$ cat src/hdl/psf_pkg.sv
// Shared types, constants and a helper function of the pose slew follower.
`default_nettype none
package psf_pkg;

  localparam int unsigned POS_W      = 32;
  localparam int unsigned HD_W       = 16;
  localparam int unsigned DT_W       = 20;
  localparam int unsigned GAIN_W     = 16;
  localparam int unsigned MOVE_W     = 24;
  localparam int unsigned TURN_W     = 19;
  localparam int unsigned CFG_IDX_W  = 2;
  localparam int unsigned CFG_DATA_W = 24;

  localparam int unsigned DIST_W     = 33;
  localparam int unsigned DIV_NUM_W  = 57;
  localparam int unsigned DIV_DEN_W  = 33;
  localparam int unsigned DIV_Q_W    = 26;
  localparam int unsigned DIV_CNT_W  = 5;
  localparam int unsigned SQ_IN_W    = 64;
  localparam int unsigned SQ_OUT_W   = 32;
  localparam int unsigned SQ_CNT_W   = 5;

  localparam logic [1:0] KIND_SET  = 2'd0;
  localparam logic [1:0] KIND_SNAP = 2'd1;
  localparam logic [1:0] KIND_TICK = 2'd2;

  localparam logic [CFG_IDX_W-1:0] CFG_GAIN = 2'd0;
  localparam logic [CFG_IDX_W-1:0] CFG_MOVE = 2'd1;
  localparam logic [CFG_IDX_W-1:0] CFG_TURN = 2'd2;

  localparam logic [GAIN_W-1:0] GAIN_RST = 16'd2560;
  localparam logic [MOVE_W-1:0] MOVE_RST = 24'd25600;
  localparam logic [TURN_W-1:0] TURN_RST = 19'd92160;

  localparam logic signed [17:0] YAW_HALF     = 18'sd23040;
  localparam logic signed [17:0] YAW_FULL     = 18'sd46080;
  localparam logic signed [20:0] YAW_DEADBAND = 21'sd13;
  localparam logic [63:0]        NEAR_SUMSQ   = 64'd6;
  localparam logic [27:0]        POS_DIV      = 28'd256000000;

  // Both constant divisions reduce to a division by 15625 of a value below 2^38,
  // done as a multiplication by floor(2^38 / 15625) and one correction step.
  localparam logic [24:0] RCP_M = 25'd17592186;
  localparam logic [13:0] RCP_D = 14'd15625;

  typedef enum logic [3:0] {
    OP_SET  = 4'b0001,
    OP_SNAP = 4'b0010,
    OP_TICK = 4'b0100,
    OP_NONE = 4'b1000
  } op_t;

  typedef struct packed {
    op_t                     op;
    logic signed [POS_W-1:0] x;
    logic signed [POS_W-1:0] y;
    logic signed [POS_W-1:0] z;
    logic signed [HD_W-1:0]  hd;
    logic [DT_W-1:0]         dt;
  } item_t;

  function automatic logic signed [HD_W-1:0] wrap_yaw(input logic signed [17:0] v);
    logic signed [17:0] t;
    t = v;
    if (t > YAW_HALF) begin
      t = t - YAW_FULL;
    end else if (t <= -YAW_HALF) begin
      t = t + YAW_FULL;
    end
    return t[HD_W-1:0];
  endfunction

endpackage
`default_nettype wire

$ cat src/hdl/psf_front.sv
// Front end: accepts items, classifies their kind and queues them for the back end.
`default_nettype none
module psf_front import psf_pkg::*; (
  input  wire logic                    clk,
  input  wire logic                    rst_n,
  input  wire logic                    in_valid,
  output logic                         in_ready,
  input  wire logic [1:0]              in_kind,
  input  wire logic signed [POS_W-1:0] in_pos_x,
  input  wire logic signed [POS_W-1:0] in_pos_y,
  input  wire logic signed [POS_W-1:0] in_pos_z,
  input  wire logic signed [HD_W-1:0]  in_heading,
  input  wire logic [DT_W-1:0]         in_elapsed_us,
  output logic                         q_valid,
  output item_t                        q_item,
  input  wire logic                    q_pop
);

  item_t      mem_r [2];
  item_t      wr_item;
  logic       wr_ptr_r, wr_ptr_nxt;
  logic       rd_ptr_r, rd_ptr_nxt;
  logic [1:0] cnt_r, cnt_nxt;
  logic       push;
  op_t        op;

  always_comb begin
    unique case (in_kind)
      KIND_SET:  op = OP_SET;
      KIND_SNAP: op = OP_SNAP;
      KIND_TICK: op = OP_TICK;
      default:   op = OP_NONE;
    endcase
  end

  assign wr_item  = '{op: op, x: in_pos_x, y: in_pos_y, z: in_pos_z,
                      hd: in_heading, dt: in_elapsed_us};
  assign in_ready = (cnt_r != 2'd2);
  assign push     = in_valid && in_ready;
  assign q_valid  = (cnt_r != 2'd0);
  assign q_item   = mem_r[rd_ptr_r];

  always_comb begin
    wr_ptr_nxt = push ? ~wr_ptr_r : wr_ptr_r;
    rd_ptr_nxt = q_pop ? ~rd_ptr_r : rd_ptr_r;
    cnt_nxt    = cnt_r + 2'(push) - 2'(q_pop);
  end

  always_ff @(posedge clk) begin
    if (!rst_n) begin
      wr_ptr_r <= 1'b0;
      rd_ptr_r <= 1'b0;
      cnt_r    <= 2'd0;
    end else begin
      wr_ptr_r <= wr_ptr_nxt;
      rd_ptr_r <= rd_ptr_nxt;
      cnt_r    <= cnt_nxt;
    end
  end

  always_ff @(posedge clk) begin
    if (push) begin
      mem_r[wr_ptr_r] <= wr_item;
    end
  end

endmodule
`default_nettype wire

$ cat config.mk
export PLATFORM = sky130hd
export DESIGN_NAME = psf_front
export DESIGN_NICKNAME = d
export VERILOG_FILES = /design/src/hdl/psf_pkg.sv /design/src/hdl/psf_front.sv
export SDC_FILE = /design/constraint.sdc
export NUM_CORES = 1
export LEC_CHECK = 0
export ABC_AREA = 1
export BUFFER_PORTS_ARGS = -buffer_cell sky130_fd_sc_hd__buf_2
export CAP_MARGIN = 30
export CELL_PAD_IN_SITES_DETAIL_PLACEMENT = 1
export CELL_PAD_IN_SITES_GLOBAL_PLACEMENT = 2
export CORE_ASPECT_RATIO = 1.1
export CORE_MARGIN = 2
export CORE_UTILIZATION = 41
export DETAILED_ROUTE_END_ITERATION = 8
export PLACE_DENSITY = 0.83
export SLEW_MARGIN = 20
export SYNTH_ARGS = -nofsm -noshare
export SYNTH_HDL_FRONTEND = slang
export SYNTH_SLANG_ARGS = --single-unit
$ cat constraint.sdc
create_clock -name clk -period 18.3 [get_ports clk]
set_input_delay 3.66 -clock clk [delete_from_list [all_inputs] [get_ports clk]]
set_output_delay 3.66 -clock clk [all_outputs]
set_load 0.03 [all_outputs]
==> results.env <==
MAXIMUM_FANOUT_ALONG_THE_WORST_PATH=49
WORST_SLEW_MARGIN_REL=0.426
MAX_TRANSITION_VIOLS_FINAL=0
TIMING_WORST_SETUP_PATH_TYPE='reg -> out'
FINAL_CRITICAL_PERIOD_NS=6.43
HTREE_LEVELS=1
DP_WORST_SETUP_SLACK_NS=11.98
GLOBAL_ROUTE.USAGE.TOTAL=0.165
DEPTH_OF_THE_MOST_CRITICAL_REG_TO_REG_PATH=5
RUN_STATUS='finished clean'
CLOCK_TREE.ROOT_CELL='sky130_fd_sc_hd__clkbuf_16'
YOSYS.AREA.TOP_TYPE_SHARE=0.800
CRIT_PATH_END='q_item[88]'
MAXIMUM_NUMBER_OF_PINS_ON_ONE_NET_BEFORE_GLOBAL_ROUTE_REPAIR=75
FINAL_NET_COUNT=901
SYNTH_SEQ_AREA_SHARE=0.810
SYN_TO_FINAL_GROWTH_PCT=27.5
MULTI_INPUT_AREA_UM2=1810
TIMING.FINAL.SETUP_VIOLATIONS=0
REG2REG_SETUP_SLACK_NS=16.32
CRITPATHREQUIREDTIME_NS=14.64
WORSTSETUPSTARTPOINTTYPE='flop'
VIA_COUNT_OF_THE_FIRST_GLOBAL_ROUTING_PASS=5799
ANTENNA_FOUND_INITIAL=1
DESIGN.PORTCOUNT=276
YS_TOP_CELLS_BY_AREA='sky130_fd_sc_hd__edfxtp_1, sky130_fd_sc_hd__mux2_2, sky130_fd_sc_hd__mux2_4, sky130_fd_sc_hd__dfxtp_1, sky130_fd_sc_hd__buf_6'
SYNTHESIS.AREA_UM2=10200
POST_SYNTH.CELL_AREA_AVG_UM2=22.1
NUM_ROWS=60
CTS.CLK_SLEW.WORST_PATHS_NS=0.06
CRITICAL_PATH_ARRIVAL_NS=2.77
SYNTH_COMMONEST_CELLS='sky130_fd_sc_hd__edfxtp_1, sky130_fd_sc_hd__mux2_2, sky130_fd_sc_hd__mux2_4'
DRIVE_ABOVE_1_SHARE=0.599
CTS_NUM_SINKS=277
NFILLCELLS=2294
SYNTH.YOSYS.WARNINGS=0
TRITONCTS_CLOCK_TREE='done'
SYNTH_EDF_COUNT=272
GR-TOTAL-OVERFLOW=0
WORST_CLOCK_SKEW_NS=0.0125
IRDROPWORSTVDD_uV=73.4
YOSYS.CELL_COUNT.TOP_TYPE='sky130_fd_sc_hd__edfxtp_1'
ANTENNA_LEFT=0
POSTSYNTH.ASYNCRESETSHARE=0
CTS_MADE_BUFFERS=28
POWER_W=0.00162
YOSYS_REGISTER_BITS=277
CTS_RESIZED=0
CLK_LATENCY_NS=0.53
R2R_END='mem_r[0][100]'
NUMBER_OF_HOLD_VIOLATIONS_IN_THE_FINAL_REPORT=0
REGAREA_UM2=8270
PLACE_CONGESTION=0.760
FINAL_CORE_UTIL=0.532
AVGROUTEDWIREPERCELL_UM=20.3
CLK_PATH_BUF_DEPTH=3
YOSYS.AREA.TOP_TYPE='sky130_fd_sc_hd__edfxtp_1'
NUMBER_OF_MAX_CAP_VIOLATIONS=0
SYNTH.DISTINCT_CELLS=13
POSTCTSSETUPBUFFERS=0
WORSTSETUPENDPOINTTYPE='output pin'
CTS.HOLD.BUFFERS_ADDED=0
YS.FLOP_TYPE='sky130_fd_sc_hd__edfxtp_1'
SYNTH_FP_NETS=602
FLOORPLAN.INITIALDENSITY=0.417
FP.DIEW_UM=154
FINAL_CYCLE_UTILIZATION_OF_THE_CRITICAL_PATH=0.351
HPWLAFTERDP_UM=15200
FLOORPLAN.DIE.HEIGHT_UM=170
FIRSTDRTPASSITERS=4
DIE-AREA_UM2=26200
DRT_DRC_VIOLATIONS_LEFT=0
PLACEABLECOREAREA_UM2=24500
VIA_PER_INST=4.85
TIGHTEST_SLEW_NS=0.862
RSZ0062_AT_GRT='false'
IO_BUFFER_COUNT=275
VIA_COUNT=5314
DRT_WL_TOTAL_UM=22200
SETUP_WS_FINAL_NS=11.87
DRT_FIRST_ITER_VIOLATIONS=239
CLOCK.FMAX_MHz=156
POWER.LEAKAGE_nW=4.99
HOLD_PATH.CLASS='reg -> reg'
POSTSYNTHCELLCOUNT=463
R2R_START='cnt_r[0]'
GRT_FIRST_PASS_WIRELENGTH_UM=33500
POWER_DENSITY_nW_PER_UM2=124
TNS_NS=0
## cells by family (layout without fill, tap and decap cells)
group,Yosys count,in the layout,synth area share
AO/OA/AOI/OAI,1,1,0.000490
XOR/XNOR,1,1,0.000858
adder cells (fa/ha/maj),1,1,0.00123
buffers and inverters,23,344,0.0140
flip-flops,277,277,0.810
multiplexers,136,136,0.165
other,0,2,0
AND/OR/NAND/NOR,24,24,0.00895
## worst min path at each step
stage | startpoint | to | slack [ns] | depth (start not counted)
after floorplan | rd_ptr_r | flop | 0.46 | 2
after global placement | rd_ptr_r | rd_ptr_r | 0.48 | 2
after detailed placement | rd_ptr_r | flop | 0.51 | 2
after CTS | rd_ptr_r | rd_ptr_r | 0.52 | 2
after global routing | rd_ptr_r | rd_ptr_r | 0.58 | 2
final | rd_ptr_r | rd_ptr_r | 0.52 | 2
## stage by stage
stage / hold WS (ns) / instances / instance area [µm²]
after floorplan: 0.463 / 463 / 10200
after global placement: 0.479 / 1038 / 11900
after global routing: 0.580 / 1094 / 13000
final: 0.516 / 1096 / 13000
after detailed placement: 0.508 / 1039 / 11900
after CTS: 0.524 / 1091 / 12900
## cell usage in the layout (no fill, tap or decap)
| cell type | count |
|---|---|
| sky130_fd_sc_hd__a21oi_1 | 1 |
| sky130_fd_sc_hd__buf_16 | 4 |
| sky130_fd_sc_hd__buf_2 | 275 |
| sky130_fd_sc_hd__buf_4 | 5 |
| sky130_fd_sc_hd__bufinv_16 | 6 |
| sky130_fd_sc_hd__clkbuf_1 | 1 |
| sky130_fd_sc_hd__clkbuf_16 | 29 |
| sky130_fd_sc_hd__clkinv_1 | 4 |
| sky130_fd_sc_hd__clkinv_2 | 10 |
| sky130_fd_sc_hd__clkinvlp_4 | 2 |
| sky130_fd_sc_hd__dfxtp_1 | 4 |
| sky130_fd_sc_hd__dfxtp_4 | 1 |
| sky130_fd_sc_hd__diode_2 | 2 |
| sky130_fd_sc_hd__edfxtp_1 | 272 |
| sky130_fd_sc_hd__ha_1 | 1 |
| sky130_fd_sc_hd__inv_1 | 8 |
| sky130_fd_sc_hd__mux2_2 | 96 |
| sky130_fd_sc_hd__mux2_4 | 40 |
| sky130_fd_sc_hd__nand2_1 | 13 |
| sky130_fd_sc_hd__nand3_1 | 1 |
| sky130_fd_sc_hd__nor2_1 | 8 |
| sky130_fd_sc_hd__nor2_4 | 2 |
| sky130_fd_sc_hd__xnor2_1 | 1 |
## cell type report
type                            count  area share
Antenna cell                        2    0.000384
Multi-Input combinational cell    163       0.139
Tap cell                          310      0.0298
Inverter                            8     0.00231
Timing Repair Buffer              284       0.117
Clock buffer                       30      0.0560
Clock inverter                     22      0.0200
Sequential cell                   277       0.635
## critical path: stages (launching register included)
cell,delay [ns]
sky130_fd_sc_hd__dfxtp_4,0.55
sky130_fd_sc_hd__buf_16,0.30
sky130_fd_sc_hd__buf_4,0.45
sky130_fd_sc_hd__buf_16,0.31
sky130_fd_sc_hd__mux2_2,0.38
sky130_fd_sc_hd__buf_2,0.18
## metal layers
metal / GRT usage / vias up / routed length, µm / part of all wire
li1: - / 2416 / - / -
met1: 0.194 / 2647 / 8480 / 0.38
met2: 0.301 / 215 / 11600 / 0.52
met3: 0.0432 / 36 / 1690 / 0.076
met4: 0.0455 / 0 / 467 / 0.021
met5: 0 / - / 0 / 0
## sequential cells by signal (all words and copies together), names as in the netlist, named ones only
name and cells:
cnt_r 2, mem_r 272, rd_ptr_r 1, wr_ptr_r 1
## report_power, final
| part | switching [W] | internal (W) | leakage (nW) | total [W] |
|---|---|---|---|---|
| sequential | 0.0000150 | 0.000760 | 2.58 | 0.000775 |
| clock | 0.000232 | 0.000372 | 0.489 | 0.000604 |
| combinational | 0.000156 | 0.0000825 | 1.93 | 0.000238 |
Power figures use the tool's default switching activity.
